**src/hdl/dlcs_pkg.sv**
```systemverilog
package dlcs_pkg;

    localparam int MAX_WINDOW = 64;
    localparam int FRAC_BITS  = 16;

    localparam int WIN_W      = 7;
    localparam int TRI_W      = 6;
    localparam int TRI_N      = 1 << TRI_W;
    localparam int CNT_W      = 7;
    localparam int SCORE_W    = 11;
    localparam int VBS_W      = 7;
    localparam int RING_AW    = $clog2(MAX_WINDOW);
    localparam int BASE_W     = 4;

    localparam int SCALE_W    = 8;
    localparam int PROD_W     = SCORE_W + SCALE_W;
    localparam int NUM_W      = PROD_W + FRAC_BITS;
    localparam int DEN_W      = 12;
    localparam int DUST_W     = 23;
    localparam int DIV_CNT_W  = $clog2(NUM_W);

    localparam int S_TDATA_W  = 8;
    localparam int M_TDATA_W  = 48;

    localparam logic [WIN_W-1:0]   WIN_RESET = WIN_W'(64);
    localparam logic [WIN_W-1:0]   WIN_MIN   = WIN_W'(3);
    localparam logic [WIN_W-1:0]   WIN_MAX   = WIN_W'(MAX_WINDOW);
    localparam logic [VBS_W-1:0]   VBS_MAX   = VBS_W'(MAX_WINDOW + 3);
    localparam logic [SCALE_W-1:0] SCALE     = SCALE_W'(200);

    localparam logic [BASE_W-1:0] BASE_A = 4'd1;
    localparam logic [BASE_W-1:0] BASE_C = 4'd2;
    localparam logic [BASE_W-1:0] BASE_G = 4'd4;
    localparam logic [BASE_W-1:0] BASE_T = 4'd8;

    typedef enum logic [3:0] {
        ST_IDLE,
        ST_SHIFT,
        ST_EVICT,
        ST_DEC,
        ST_READ_T,
        ST_INC,
        ST_MUL,
        ST_DIV_GO,
        ST_DIV
    } t_state;

    typedef struct packed {
        logic [RING_AW-1:0] ring_raddr;
        logic               ring_we;
        logic [RING_AW-1:0] ring_waddr;
        logic [TRI_W-1:0]   ring_wdata;
        logic [TRI_W-1:0]   cnt_raddr;
        logic               cnt_we;
        logic [TRI_W-1:0]   cnt_waddr;
        logic [CNT_W-1:0]   cnt_wdata;
        logic               clear;
    } t_tbl_ctrl;

endpackage

```
**src/hdl/dlcs_tables.sv**
```systemverilog
module dlcs_tables (
    input  logic                          i_clk,
    input  logic                          i_rst_n,
    input  dlcs_pkg::t_tbl_ctrl           i_ctrl,
    output logic [dlcs_pkg::TRI_W-1:0]    o_ring_q,
    output logic [dlcs_pkg::CNT_W-1:0]    o_cnt_q
);
    import dlcs_pkg::*;

    logic [TRI_W-1:0]      ring_mem [MAX_WINDOW];
    logic [CNT_W-1:0]      cnt_mem  [TRI_N];
    logic [MAX_WINDOW-1:0] r_ring_vld;
    logic [TRI_N-1:0]      r_cnt_vld;
    logic [TRI_W-1:0]      r_ring_d;
    logic                  r_ring_v;
    logic [CNT_W-1:0]      r_cnt_d;
    logic                  r_cnt_v;

    always_ff @(posedge i_clk) begin
        if (!i_rst_n || i_ctrl.clear) begin
            r_ring_vld <= '0;
            r_cnt_vld  <= '0;
        end else begin
            if (i_ctrl.ring_we) begin
                r_ring_vld[i_ctrl.ring_waddr] <= 1'b1;
            end
            if (i_ctrl.cnt_we) begin
                r_cnt_vld[i_ctrl.cnt_waddr] <= 1'b1;
            end
        end
    end

    always_ff @(posedge i_clk) begin
        if (i_ctrl.ring_we) begin
            ring_mem[i_ctrl.ring_waddr] <= i_ctrl.ring_wdata;
        end
        if (i_ctrl.cnt_we) begin
            cnt_mem[i_ctrl.cnt_waddr] <= i_ctrl.cnt_wdata;
        end
        r_ring_d <= ring_mem[i_ctrl.ring_raddr];
        r_ring_v <= r_ring_vld[i_ctrl.ring_raddr];
        r_cnt_d  <= cnt_mem[i_ctrl.cnt_raddr];
        r_cnt_v  <= r_cnt_vld[i_ctrl.cnt_raddr];
    end

    // entries not written since the last clear read as zero
    assign o_ring_q = r_ring_v ? r_ring_d : '0;
    assign o_cnt_q  = r_cnt_v  ? r_cnt_d  : '0;

endmodule

```
**src/hdl/dlcs_div.sv**
```systemverilog
module dlcs_div (
    input  logic                          i_clk,
    input  logic                          i_rst_n,
    input  logic                          i_start,
    input  logic [dlcs_pkg::NUM_W-1:0]    i_num,
    input  logic [dlcs_pkg::DEN_W-1:0]    i_den,
    output logic                          o_done,
    output logic [dlcs_pkg::DUST_W-1:0]   o_quot
);
    import dlcs_pkg::*;

    logic                 r_busy;
    logic                 r_done;
    logic [DIV_CNT_W-1:0] r_cnt;
    logic [NUM_W-1:0]     r_q;
    logic [DEN_W-1:0]     r_rem;
    logic [DEN_W-1:0]     r_den;
    logic [DEN_W:0]       rem_sh;
    logic                 ge;

    assign rem_sh = {r_rem, r_q[NUM_W-1]};
    assign ge     = rem_sh >= {1'b0, r_den};

    always_ff @(posedge i_clk) begin
        if (!i_rst_n) begin
            r_busy <= 1'b0;
            r_done <= 1'b0;
            r_cnt  <= '0;
        end else begin
            r_done <= 1'b0;
            if (i_start) begin
                r_busy <= 1'b1;
                r_cnt  <= DIV_CNT_W'(NUM_W - 1);
            end else if (r_busy) begin
                r_cnt <= r_cnt - 1'b1;
                if (r_cnt == '0) begin
                    r_busy <= 1'b0;
                    r_done <= 1'b1;
                end
            end
        end
    end

    // restoring division, one quotient bit per cycle
    always_ff @(posedge i_clk) begin
        if (i_start) begin
            r_q   <= i_num;
            r_rem <= '0;
            r_den <= i_den;
        end else if (r_busy) begin
            r_q   <= {r_q[NUM_W-2:0], ge};
            r_rem <= ge ? DEN_W'(rem_sh - {1'b0, r_den}) : DEN_W'(rem_sh);
        end
    end

    assign o_done = r_done;
    assign o_quot = r_q[DUST_W-1:0];

endmodule

```
**src/hdl/dust_low_complexity_score.sv**
```systemverilog
// channel   dir  handshake                     payload
// s_axis    in   i_s_axis_tvalid/o_s_axis_tready  tdata[3:0] base_code, tlast last_base
// m_axis    out  o_m_axis_tvalid/i_m_axis_tready  tdata lc_score, pair_score, triplet_count
// cfg       in   i_cfg_valid/o_cfg_ready          i_cfg_data window_length
//
// A base that forms no triplet passes ST_SHIFT only; while the window fills it
// also passes ST_INC, and once it slides ST_EVICT, ST_DEC, ST_READ_T and ST_INC:
// the count table has one read and one write port, so the evicted and incoming counts
// go through it one after the other. A last base adds ST_MUL, ST_DIV_GO and ST_DIV.
// Sync active-low reset; read state is cleared as each result is loaded (35 quotient bits).
// A result waits in the output register; a new last base stalls until it is taken.
module dust_low_complexity_score (
    input  logic                              i_clk,
    input  logic                              i_rst_n,
    input  logic                              i_s_axis_tvalid,
    output logic                              o_s_axis_tready,
    input  logic [dlcs_pkg::S_TDATA_W-1:0]    i_s_axis_tdata,  // [3:0] base_code
    input  logic                              i_s_axis_tlast,  // last_base
    output logic                              o_m_axis_tvalid,
    input  logic                              i_m_axis_tready,
    // [22:0] lc_score, [33:23] pair_score, [40:34] triplet_count
    output logic [dlcs_pkg::M_TDATA_W-1:0]    o_m_axis_tdata,
    input  logic                              i_cfg_valid,
    output logic                              o_cfg_ready,
    input  logic [dlcs_pkg::WIN_W-1:0]        i_cfg_data       // window_length
);
    import dlcs_pkg::*;

    t_state             r_state, n_state;
    logic [BASE_W-1:0]  r_base;
    logic               r_last;
    logic [TRI_W-1:0]   r_shift, n_shift;
    logic [VBS_W-1:0]   r_vbs, n_vbs;
    logic [RING_AW-1:0] r_ring_pos, n_ring_pos;
    logic [SCORE_W-1:0] r_rs, n_rs;
    logic [SCORE_W-1:0] r_peak, n_peak;
    logic [RING_AW-1:0] r_k, n_k;
    logic               r_slid, n_slid;
    logic [TRI_W-1:0]   r_t, n_t;
    logic [TRI_W-1:0]   r_x, n_x;
    logic [WIN_W-1:0]   r_win;
    logic [NUM_W-1:0]   r_num, n_num;
    logic [DEN_W-1:0]   r_den, n_den;
    logic [SCORE_W-1:0] r_pair, n_pair;
    logic [VBS_W-1:0]   r_trips, n_trips;
    logic               r_out_valid;
    logic [DUST_W-1:0]  r_out_dust;
    logic [SCORE_W-1:0] r_out_pair;
    logic [VBS_W-1:0]   r_out_trips;

    logic [WIN_W-1:0]   w_eff;
    logic               b_ok;
    logic [1:0]         b_idx;
    logic [TRI_W-1:0]   sh_new;
    logic [VBS_W-1:0]   vbs_new;
    logic [VBS_W-1:0]   n_trip;
    logic [SCORE_W-1:0] cnt_dec;
    logic [SCORE_W-1:0] rs_sum;
    logic [PROD_W-1:0]  prod;
    logic               div_start;
    logic               div_done;
    logic [DUST_W-1:0]  div_quot;
    logic               load_out;
    t_tbl_ctrl          tbl_ctrl;
    logic [TRI_W-1:0]   tbl_ring_q;
    logic [CNT_W-1:0]   tbl_cnt_q;
    logic               in_acc;

    assign in_acc          = i_s_axis_tvalid && o_s_axis_tready;
    assign o_s_axis_tready = (r_state == ST_IDLE);
    assign o_cfg_ready     = 1'b1;

    always_comb begin
        if (r_win < WIN_MIN) begin
            w_eff = WIN_MIN;
        end else if (r_win > WIN_MAX) begin
            w_eff = WIN_MAX;
        end else begin
            w_eff = r_win;
        end
    end

    always_comb begin
        b_ok  = 1'b1;
        b_idx = 2'd0;
        unique case (r_base)
            BASE_A:  b_idx = 2'd0;
            BASE_C:  b_idx = 2'd1;
            BASE_G:  b_idx = 2'd2;
            BASE_T:  b_idx = 2'd3;
            default: b_ok  = 1'b0;
        endcase
    end

    assign sh_new  = {r_shift[TRI_W-3:0], b_idx};
    assign vbs_new = (r_vbs < VBS_MAX) ? r_vbs + 1'b1 : r_vbs;
    assign n_trip  = vbs_new - VBS_W'(3);
    assign cnt_dec = SCORE_W'(tbl_cnt_q) - 1'b1;
    assign rs_sum  = r_rs + SCORE_W'(tbl_cnt_q);
    assign prod    = (r_vbs > VBS_W'(3))
                   ? ((VBS_W'(r_vbs - VBS_W'(3)) >= w_eff)
                      ? PROD_W'(r_peak) * PROD_W'(SCALE)
                      : PROD_W'(r_rs) * PROD_W'(SCALE))
                   : '0;

    always_comb begin
        logic [WIN_W-1:0] nn;
        logic [WIN_W-1:0] kk;
        nn         = r_vbs - VBS_W'(3);
        kk         = (WIN_W'(r_ring_pos) >= w_eff) ? '0 : WIN_W'(r_ring_pos);
        n_state    = r_state;
        n_shift    = r_shift;
        n_vbs      = r_vbs;
        n_ring_pos = r_ring_pos;
        n_rs       = r_rs;
        n_peak     = r_peak;
        n_k        = r_k;
        n_slid     = r_slid;
        n_t        = r_t;
        n_x        = r_x;
        n_num      = r_num;
        n_den      = r_den;
        n_pair     = r_pair;
        n_trips    = r_trips;
        div_start  = 1'b0;
        load_out   = 1'b0;
        tbl_ctrl   = '0;
        tbl_ctrl.ring_raddr = kk[RING_AW-1:0];
        tbl_ctrl.ring_waddr = r_k;
        tbl_ctrl.ring_wdata = r_t;
        tbl_ctrl.cnt_raddr  = sh_new;
        tbl_ctrl.cnt_waddr  = r_t;
        tbl_ctrl.cnt_wdata  = tbl_cnt_q + 1'b1;
        unique case (r_state)
            ST_IDLE: begin
                if (in_acc) begin
                    n_state = ST_SHIFT;
                end
            end
            ST_SHIFT: begin
                if (b_ok) begin
                    n_shift = sh_new;
                    n_vbs   = vbs_new;
                end
                if (b_ok && vbs_new >= VBS_W'(3)) begin
                    n_k     = kk[RING_AW-1:0];
                    n_t     = sh_new;
                    n_slid  = (n_trip >= w_eff);
                    n_state = (n_trip >= w_eff) ? ST_EVICT : ST_INC;
                end else begin
                    n_state = r_last ? ST_MUL : ST_IDLE;
                end
            end
            ST_EVICT: begin
                n_x                = tbl_ring_q;
                tbl_ctrl.cnt_raddr = tbl_ring_q;
                n_state            = ST_DEC;
            end
            ST_DEC: begin
                if (tbl_cnt_q != '0) begin
                    tbl_ctrl.cnt_we    = 1'b1;
                    tbl_ctrl.cnt_waddr = r_x;
                    tbl_ctrl.cnt_wdata = tbl_cnt_q - 1'b1;
                    n_rs = (r_rs >= cnt_dec) ? r_rs - cnt_dec : '0;
                end
                n_state = ST_READ_T;
            end
            ST_READ_T: begin
                tbl_ctrl.cnt_raddr = r_t;
                n_state            = ST_INC;
            end
            ST_INC: begin
                n_rs             = rs_sum;
                tbl_ctrl.cnt_we  = 1'b1;
                tbl_ctrl.ring_we = 1'b1;
                if (r_slid && rs_sum > r_peak) begin
                    n_peak = rs_sum;
                end
                n_ring_pos = ((WIN_W'(r_k) + 1'b1) >= w_eff) ? '0 : r_k + 1'b1;
                n_state    = r_last ? ST_MUL : ST_IDLE;
            end
            ST_MUL: begin
                if (!r_out_valid) begin
                    n_trips = (r_vbs >= VBS_W'(2)) ? r_vbs - VBS_W'(2) : '0;
                    n_num   = {prod, FRAC_BITS'(0)};
                    if (r_vbs > VBS_W'(3)) begin
                        if (nn >= w_eff) begin
                            n_pair = r_peak;
                            n_den  = DEN_W'(w_eff) * DEN_W'(w_eff - 1'b1);
                        end else begin
                            n_pair = r_rs;
                            n_den  = DEN_W'(nn) * DEN_W'(nn + 1'b1);
                        end
                    end else begin
                        n_pair = '0;
                        n_den  = DEN_W'(1);
                    end
                    n_state = ST_DIV_GO;
                end
            end
            ST_DIV_GO: begin
                div_start = 1'b1;
                n_state   = ST_DIV;
            end
            ST_DIV: begin
                if (div_done) begin
                    load_out       = 1'b1;
                    tbl_ctrl.clear = 1'b1;
                    n_shift        = '0;
                    n_vbs          = '0;
                    n_ring_pos     = '0;
                    n_rs           = '0;
                    n_peak         = '0;
                    n_state        = ST_IDLE;
                end
            end
            default: n_state = ST_IDLE;
        endcase
    end

    always_ff @(posedge i_clk) begin
        if (!i_rst_n) begin
            r_state     <= ST_IDLE;
            r_shift     <= '0;
            r_vbs       <= '0;
            r_ring_pos  <= '0;
            r_rs        <= '0;
            r_peak      <= '0;
            r_slid      <= 1'b0;
            r_last      <= 1'b0;
            r_win       <= WIN_RESET;
            r_out_valid <= 1'b0;
        end else begin
            r_state    <= n_state;
            r_shift    <= n_shift;
            r_vbs      <= n_vbs;
            r_ring_pos <= n_ring_pos;
            r_rs       <= n_rs;
            r_peak     <= n_peak;
            r_slid     <= n_slid;
            if (in_acc) begin
                r_last <= i_s_axis_tlast;
            end
            if (i_cfg_valid && o_cfg_ready) begin
                r_win <= i_cfg_data;
            end
            if (load_out) begin
                r_out_valid <= 1'b1;
            end else if (i_m_axis_tready) begin
                r_out_valid <= 1'b0;
            end
        end
    end

    always_ff @(posedge i_clk) begin
        if (in_acc) begin
            r_base <= i_s_axis_tdata[BASE_W-1:0];
        end
        r_k     <= n_k;
        r_t     <= n_t;
        r_x     <= n_x;
        r_num   <= n_num;
        r_den   <= n_den;
        r_pair  <= n_pair;
        r_trips <= n_trips;
        if (load_out) begin
            r_out_dust  <= div_quot;
            r_out_pair  <= r_pair;
            r_out_trips <= r_trips;
        end
    end

    dlcs_tables u_tables (
        .i_clk    (i_clk),
        .i_rst_n  (i_rst_n),
        .i_ctrl   (tbl_ctrl),
        .o_ring_q (tbl_ring_q),
        .o_cnt_q  (tbl_cnt_q)
    );

    dlcs_div u_div (
        .i_clk   (i_clk),
        .i_rst_n (i_rst_n),
        .i_start (div_start),
        .i_num   (r_num),
        .i_den   (r_den),
        .o_done  (div_done),
        .o_quot  (div_quot)
    );

    assign o_m_axis_tvalid = r_out_valid;
    assign o_m_axis_tdata  = {(M_TDATA_W - DUST_W - SCORE_W - VBS_W)'(0),
                              r_out_trips, r_out_pair, r_out_dust};

endmodule
```
**config.mk**
```make
export PLATFORM = sky130hd
export DESIGN_NAME = dust_low_complexity_score
export DESIGN_NICKNAME = d
export VERILOG_FILES = /design/src/hdl/dlcs_pkg.sv /design/src/hdl/dlcs_tables.sv /design/src/hdl/dlcs_div.sv /design/src/hdl/dust_low_complexity_score.sv
export SDC_FILE = /design/constraint.sdc
export NUM_CORES = 2
export LEC_CHECK = 0
export BUFFER_PORTS_ARGS = -buffer_cell sky130_fd_sc_hd__buf_2
export CAP_MARGIN = 0
export CELL_PAD_IN_SITES_DETAIL_PLACEMENT = 0
export CELL_PAD_IN_SITES_GLOBAL_PLACEMENT = 1
export CORE_MARGIN = 5
export CORE_UTILIZATION = 54
export DETAILED_ROUTE_END_ITERATION = 8
export HOLD_SLACK_MARGIN = 0.02
export PLACE_DENSITY_LB_ADDON = 0.3
export SYNTH_ARGS = -nofsm -noshare
export SYNTH_HDL_FRONTEND = slang
export SYNTH_HIERARCHICAL = 1
export SYNTH_SLANG_ARGS = --single-unit
```
**constraint.sdc**
```tcl
create_clock -name i_clk -period 7.2 [get_ports i_clk]
set_input_delay 1.8 -clock i_clk [delete_from_list [all_inputs] [get_ports i_clk]]
set_output_delay 1.8 -clock i_clk [all_outputs]
set_load 0.02 [all_outputs]
```
[Word-level counts from Yosys, hierarchy flattened]
Memories as Yosys holds them, arrays and structs flattened. A register that Yosys moved wholly into a read port is not among the register bits.
Index checks and enable logic that the tools add are counted.
Storage, ports and cells
  input bits: 21
  output and inout port bits: 51
  flip-flop bits (word level): 362
  logic and storage cells: 184
  bits in writable memories: 832
  memories kept: 2
Memory list
  u_tables.cnt_mem: depth 64, width 7, read ports 1, clocked after memory_dff 1, wr ports 1, line dlcs_tables.sv:11  | logic [CNT_W-1:0] cnt_mem [TRI_N];
  u_tables.ring_mem: depth 64, width 6, read ports 1, clocked after memory_dff 1, wr ports 1, line dlcs_tables.sv:10  | logic [TRI_W-1:0] ring_mem [MAX_WINDOW];
Cells by class
  add/sub/neg operators: 15
  reduce and logical (&&, ||, !) cells: 25
  equal/unequal tests: 18
  bitwise logic cells: 5
  $mul: 4
  $lt $le $gt $ge: 19
  multiplexer cells: 63
Operators with widths (count)
  64-bit OR: 2
  35-bit 2-to-1 mux: 2
  11-bit 2-to-1 mux: 5
  7-bit 2-to-1 mux: 6
  6-bit 2-to-1 mux: 6
  4-bit one-hot mux with 9 select lines: 1
  11-bit one-hot mux with 3 select lines: 1
  11-bit by 5-bit multiplier with 16-bit output, second input constant: 2
  6-bit by 7-bit less-than comparator with 1-bit output, second input constant: 4
  12-bit 2-to-1 mux: 2
  6-bit one-hot mux with 2 select lines: 2
  11-bit one-hot mux with 2 select lines: 1
  7-bit >= comparator: 3
  7-bit by 2-bit subtractor with 7-bit output, second input constant: 3
  4-bit by 3-bit equality test with 1-bit output, second input constant: 5
  1-bit 2-to-1 mux: 19
  19-bit 2-to-1 mux: 1
  4-bit 2-to-1 mux: 4
  7-bit by 1-bit subtractor with 8-bit output, second input constant: 2
  7-bit by 1-bit adder with 7-bit output, second input constant: 2
  7-bit by 2-bit >= comparator with 1-bit output, second input constant: 2
  14-bit 2-to-1 mux: 1
  7-bit one-hot mux with 2 select lines: 1
  13-bit by 12-bit >= comparator with 1-bit output: 1
  44 further kinds: 71

[Longest topological paths before layout]
  depth in word-level cells: 9
  gate-level depth with buffers: 26

[Hierarchy]
Netlist, hierarchy kept.
By module, submodules not included
  dlcs_tables: seq. area each 27846.7 µm², area an instance 37532.2 µm², cells an instance 1881, times used 1
  dust_low_complexity_score: seq. area each 4244.1 µm², area an instance 14134.8 µm², cells an instance 1509, times used 1
  dlcs_div: seq. area each 1811.7 µm², area an instance 3515.9 µm², cells an instance 296, times used 1

[Worst setup path after synthesis]
Ideal clock, no wire load.
  path type: flip-flop to flip-flop
  start: register r_vbs[0]
  end: register r_den[11] (netlist name)
  cell stages (with the launch flop): 25
  required time: 6.930 ns
  data arrival time: 5.771 ns
  path slack: 1.160 ns
  path buffers: 2
  cell sequence: dfxtp_1 > buf_2 > inv_1 > ha_1 > clkbuf_1 > nand2b_1 > a21oi_1 > inv_1 > ha_1 > nand2b_1 > fa_1 > inv_1 > fa_1 > fa_1 > inv_1 > fa_1 > inv_1 > ha_1 > or4_1 > a21oi_1 > o31ai_1 > xnor2_1 > nand3_1 > nand3b_1 > a21oi_1
RTL lines
  start: declaration: line dust_low_complexity_score.sv:33  | logic [VBS_W-1:0] r_vbs, n_vbs;
  start signal: assignment: line dust_low_complexity_score.sv:236  | r_vbs <= n_vbs;

==> qor.csv <==
stage,metric,value,unit
timing,hold_viol,0,
die,die_h,330,µm
die,ios,72,
worst_hold_path,worstHoldPathType,reg -> reg,
setup_path,endpoint,r_den[11]$_SDFFCE_PP0P_,
synth,synthMostInstantiatedCell,edfxtp_1,
synth,ys_ff_latch,1201,
flow_run,maxCapViolCount,0,
power_and_ir_drop,power_density,249,mW/mm²
synth,synth_area_leader_cell,edfxtp_1,
clocking,holdBufCountCts,0,
grt,grt_overflow,0,
synth,avgSynthCellArea,15.0,µm²
power_and_ir_drop,peakVddDrop,210,µV
clocking,cts_setup_buffers,0,
synth,syn_area,0.0552,mm²
final_layout,fin_area,0.0609,mm²
clocking,path_clk_slew,60,ps
routing,drtPass1Iterations,7,
setup_path,reg2reg_to,r_den[11]$_SDFFCE_PP0P_,
synth,synth_edf_count,985,
setup_path,path_common_cell,inv_1,
clocking,clkLatencyLatePin,740,ps
setup_path,critical_path_depth,23,
final_layout,fillers,7732,
placement,portBuffers,59,
routing,drc,0,
timing,maxSlewHeadroom,20.5,%
die,design.die.area,0.109,mm²
placement,dpl_cell_area,0.0569,mm²
setup_path,path_delay_family,adder cells,
routing,routed_wl,118000,µm
synth,yosysWarnings,6,
die,core_area,0.102,mm²
synth,synthTopCellsByArea,"edfxtp_1, mux4_2, dfxtp_1",
timing,skew,71.5,ps
placement,gp_congestion,0.796,
clocking,cts_tree,built,
grt,grt_max_degree,126,
setup_path,worstSetupPathType,reg -> reg,
timing,setup_viol,0,
final_layout,diodes,0,
die,num_rows,117,
timing,finalCriticalPeriod,6450,ps
die,fp.dieW,330,µm
setup_path,crit_path_start,r_vbs[0]$_SDFFE_PN0P_,
setup_path,critPathMaxStageDelay,580,ps
setup_path,required,7630,ps
clocking,numCtsBuffers,119,
timing,final.setup.worst_slack,747,ps
routing,viasPerCell,5.87,
clocking,cts_buffer_depth,3,
final_layout,fin_nets,4065,
setup_path,critPathSlowestCell,dfxtp_1,
clocking,clock-root-buffer,clkbuf_16,
timing,report.final.slew_viol_count,0,
grt,grt_pass1_vias,30500,
routing,dr.first_iter.drc_count,2559,
setup_path,cp-end-kind,flip-flop,
final_layout,syn2layout_area_growth,10.4,%
setup_path,worst-path-max-fanout,13,
clocking,cts_htree_levels,3,
setup_path,startpoint_type,flip-flop,
routing,via_count,30700,
synth,ys_async_sr_fraction,0,%
synth,postSynthCellCount,3686,
synth,ys_seq_area_share,61.4,%
synth,yosys-top-cells-count,"edfxtp_1, nor2_1, mux4_2",
synth,synthFlopType,edfxtp_1,
power_and_ir_drop,power.total,15.2,mW
clocking,cts_resized,0,
power_and_ir_drop,p_leak,21.1,nW
grt,grt_pass1_wl,183000,µm
setup_path,reg2reg_from,r_vbs[0]$_SDFFE_PN0P_,
placement,place_ws,748,ps
timing,tns,0,ps
clocking,cts_num_sinks,1201,
final_layout,drive_above_1_share,16.4,%
routing,wl_per_cell,22.6,µm
setup_path,crit_chain,inv_1 -> ha_1 -> buf_4 -> nand2b_1 -> a21oi_1 -> inv_1 -> ha_1 -> nand2b_1 -> fa_1 -> inv_1 -> fa_1 -> fa_1 -> inv_1 -> fa_1 -> inv_1 -> ha_1 -> or4_1 -> a21oi_1 -> o31ai_1 -> xnor2_1 -> nand3_1 -> nand3b_1 -> a21oi_1,
synth,synth_top_area_share,53.6,%
setup_path,critical_path_arrival,6880,ps
setup_path,reg2reg_depth,23,
setup_path,worst-path-buf-inv,6,
timing,fin_crit_sh,89.6,%
grt,grt_use_total,21.9,%
outcome,outcome,"complete, no violations",
timing,tightest_slew,1190,ps
placement,hpwl,76700,µm
routing,ant_nets,0,
setup_path,rrSetupSlack,750,ps
timing,rsz0062_at_grt,false,
die,start_util,54.3,%
synth,yosysUniqueCellTypes,85,
grt,antenna_found_initial,0,
timing,fmax,0.155,GHz
## metrics by stage
| stage | cells | util, % | hold WS [ps] |
|---|---|---|---|
| 4_1_cts | 5233 | 59.9 | 418 |
| 2_1_floorplan | 3719 | - | 400 |
| 3_5_place_dp | 5006 | 56.0 | 405 |
| 6_report | 5233 | 59.9 | 414 |
| 5_1_grt | 5233 | 59.9 | 426 |
| 3_3_place_gp | 5006 | 56.0 | 401 |
## power breakdown
part	total, mW	switching, mW	internal, mW
clock network	6.23	2.63	3.60
logic	1.46	0.823	0.638
registers	7.50	0.0290	7.47
total	15.2	3.48	11.7
## layer usage
layer | wire length, µm | up-vias | global-route usage [%]
li1 | - | 14000 | -
met1 | 51900 | 15600 | 32.2
met2 | 56300 | 931 | 35.0
met3 | 7710 | 174 | 3.62
met4 | 2510 | 0 | 5.02
met5 | 0 | - | 0
## registers in the layout, indices dropped and copies added (netlist names), 11 cells and up
signal	flops
r_num	13
u_tables/r_ring_vld	64
r_out_dust	23
u_tables/cnt_mem	448
r_rs	11
u_div/r_den	12
r_pair	11
u_div/r_q	35
r_peak	11
u_tables/r_cnt_vld	64
u_div/r_rem	12
r_den	12
r_out_pair	11
u_tables/ring_mem	384
## placed cells by master, fill, tap and decap left out, types with 10 or more instances in the layout
cell,netlist,routed
nand2_1,165,165
clkbuf_8,0,12
o211ai_1,17,17
buf_2,40,59
or2_2,14,14
dfxtp_1,216,216
a22oi_1,23,23
and2_1,31,31
o21ai_0,78,72
a21boi_0,10,10
ha_1,213,213
nor2_1,263,261
fa_1,72,72
o22ai_1,17,17
nor2b_1,45,41
a21o_1,34,34
clkinv_1,1,14
a211oi_1,16,16
nor3_1,30,27
clkbuf_16,0,123
xor2_1,26,26
edfxtp_1,985,985
or3_1,16,16
clkbuf_1,84,36
xnor2_1,76,72
conb_1,2,35
nor4_1,13,13
nand4_1,10,10
nand2b_1,39,39
mux2i_1,95,95
inv_1,224,222
mux4_2,245,245
clkinv_2,0,19
a21oi_1,120,120
nand3_1,49,49
nand3b_1,13,13
o21a_1,147,147
mux2_2,46,46
and3_1,11,11
buf_4,49,50
## cell type report
cell class | instances | area, µm² | share of cell area [%]
flip-flops and latches | 1201 | 33900 | 55.7
multi-input cells | 2097 | 19700 | 32.3
clock buffers | 171 | 3380 | 5.55
well taps | 1368 | 1710 | 2.81
inverters | 226 | 848 | 1.39
repair buffers | 114 | 771 | 1.27
clock inverters | 56 | 632 | 1.04
## kinds of logic after synthesis
kind of cell,after synthesis,share of synthesized area (%)
flops,1201,61.4
compound gates,549,6.70
buf+inv,421,3.43
xor+xnor,102,1.62
simple gates,734,6.41
fa+ha+maj,285,7.44
other cells,2,0.0136
mux,392,12.9
## worst min-delay path by stage
stage / cells past startpoint / from / end / slack (ps)
final: 0 / r_den[8]$_SDFFCE_PP0P_ / u_div/r_den[8]$_DFFE_PP_ / 410
after global routing: 0 / r_den[0]$_SDFFCE_PP1P_ / u_div/r_den[0]$_DFFE_PP_ / 430
after CTS: 0 / r_den[8]$_SDFFCE_PP0P_ / u_div/r_den[8]$_DFFE_PP_ / 420
after detailed placement: 0 / r_den[0]$_SDFFCE_PP1P_ / u_div/r_den[0]$_DFFE_PP_ / 400
after global placement: 0 / r_pair[8]$_SDFFCE_PP0P_ / r_out_pair[8]$_DFFE_PP_ / 400
after floorplan: 0 / r_pair[10]$_SDFFCE_PP0P_ / r_out_pair[10]$_DFFE_PP_ / 400
Note: power is estimated with default switching activity, not from simulation.
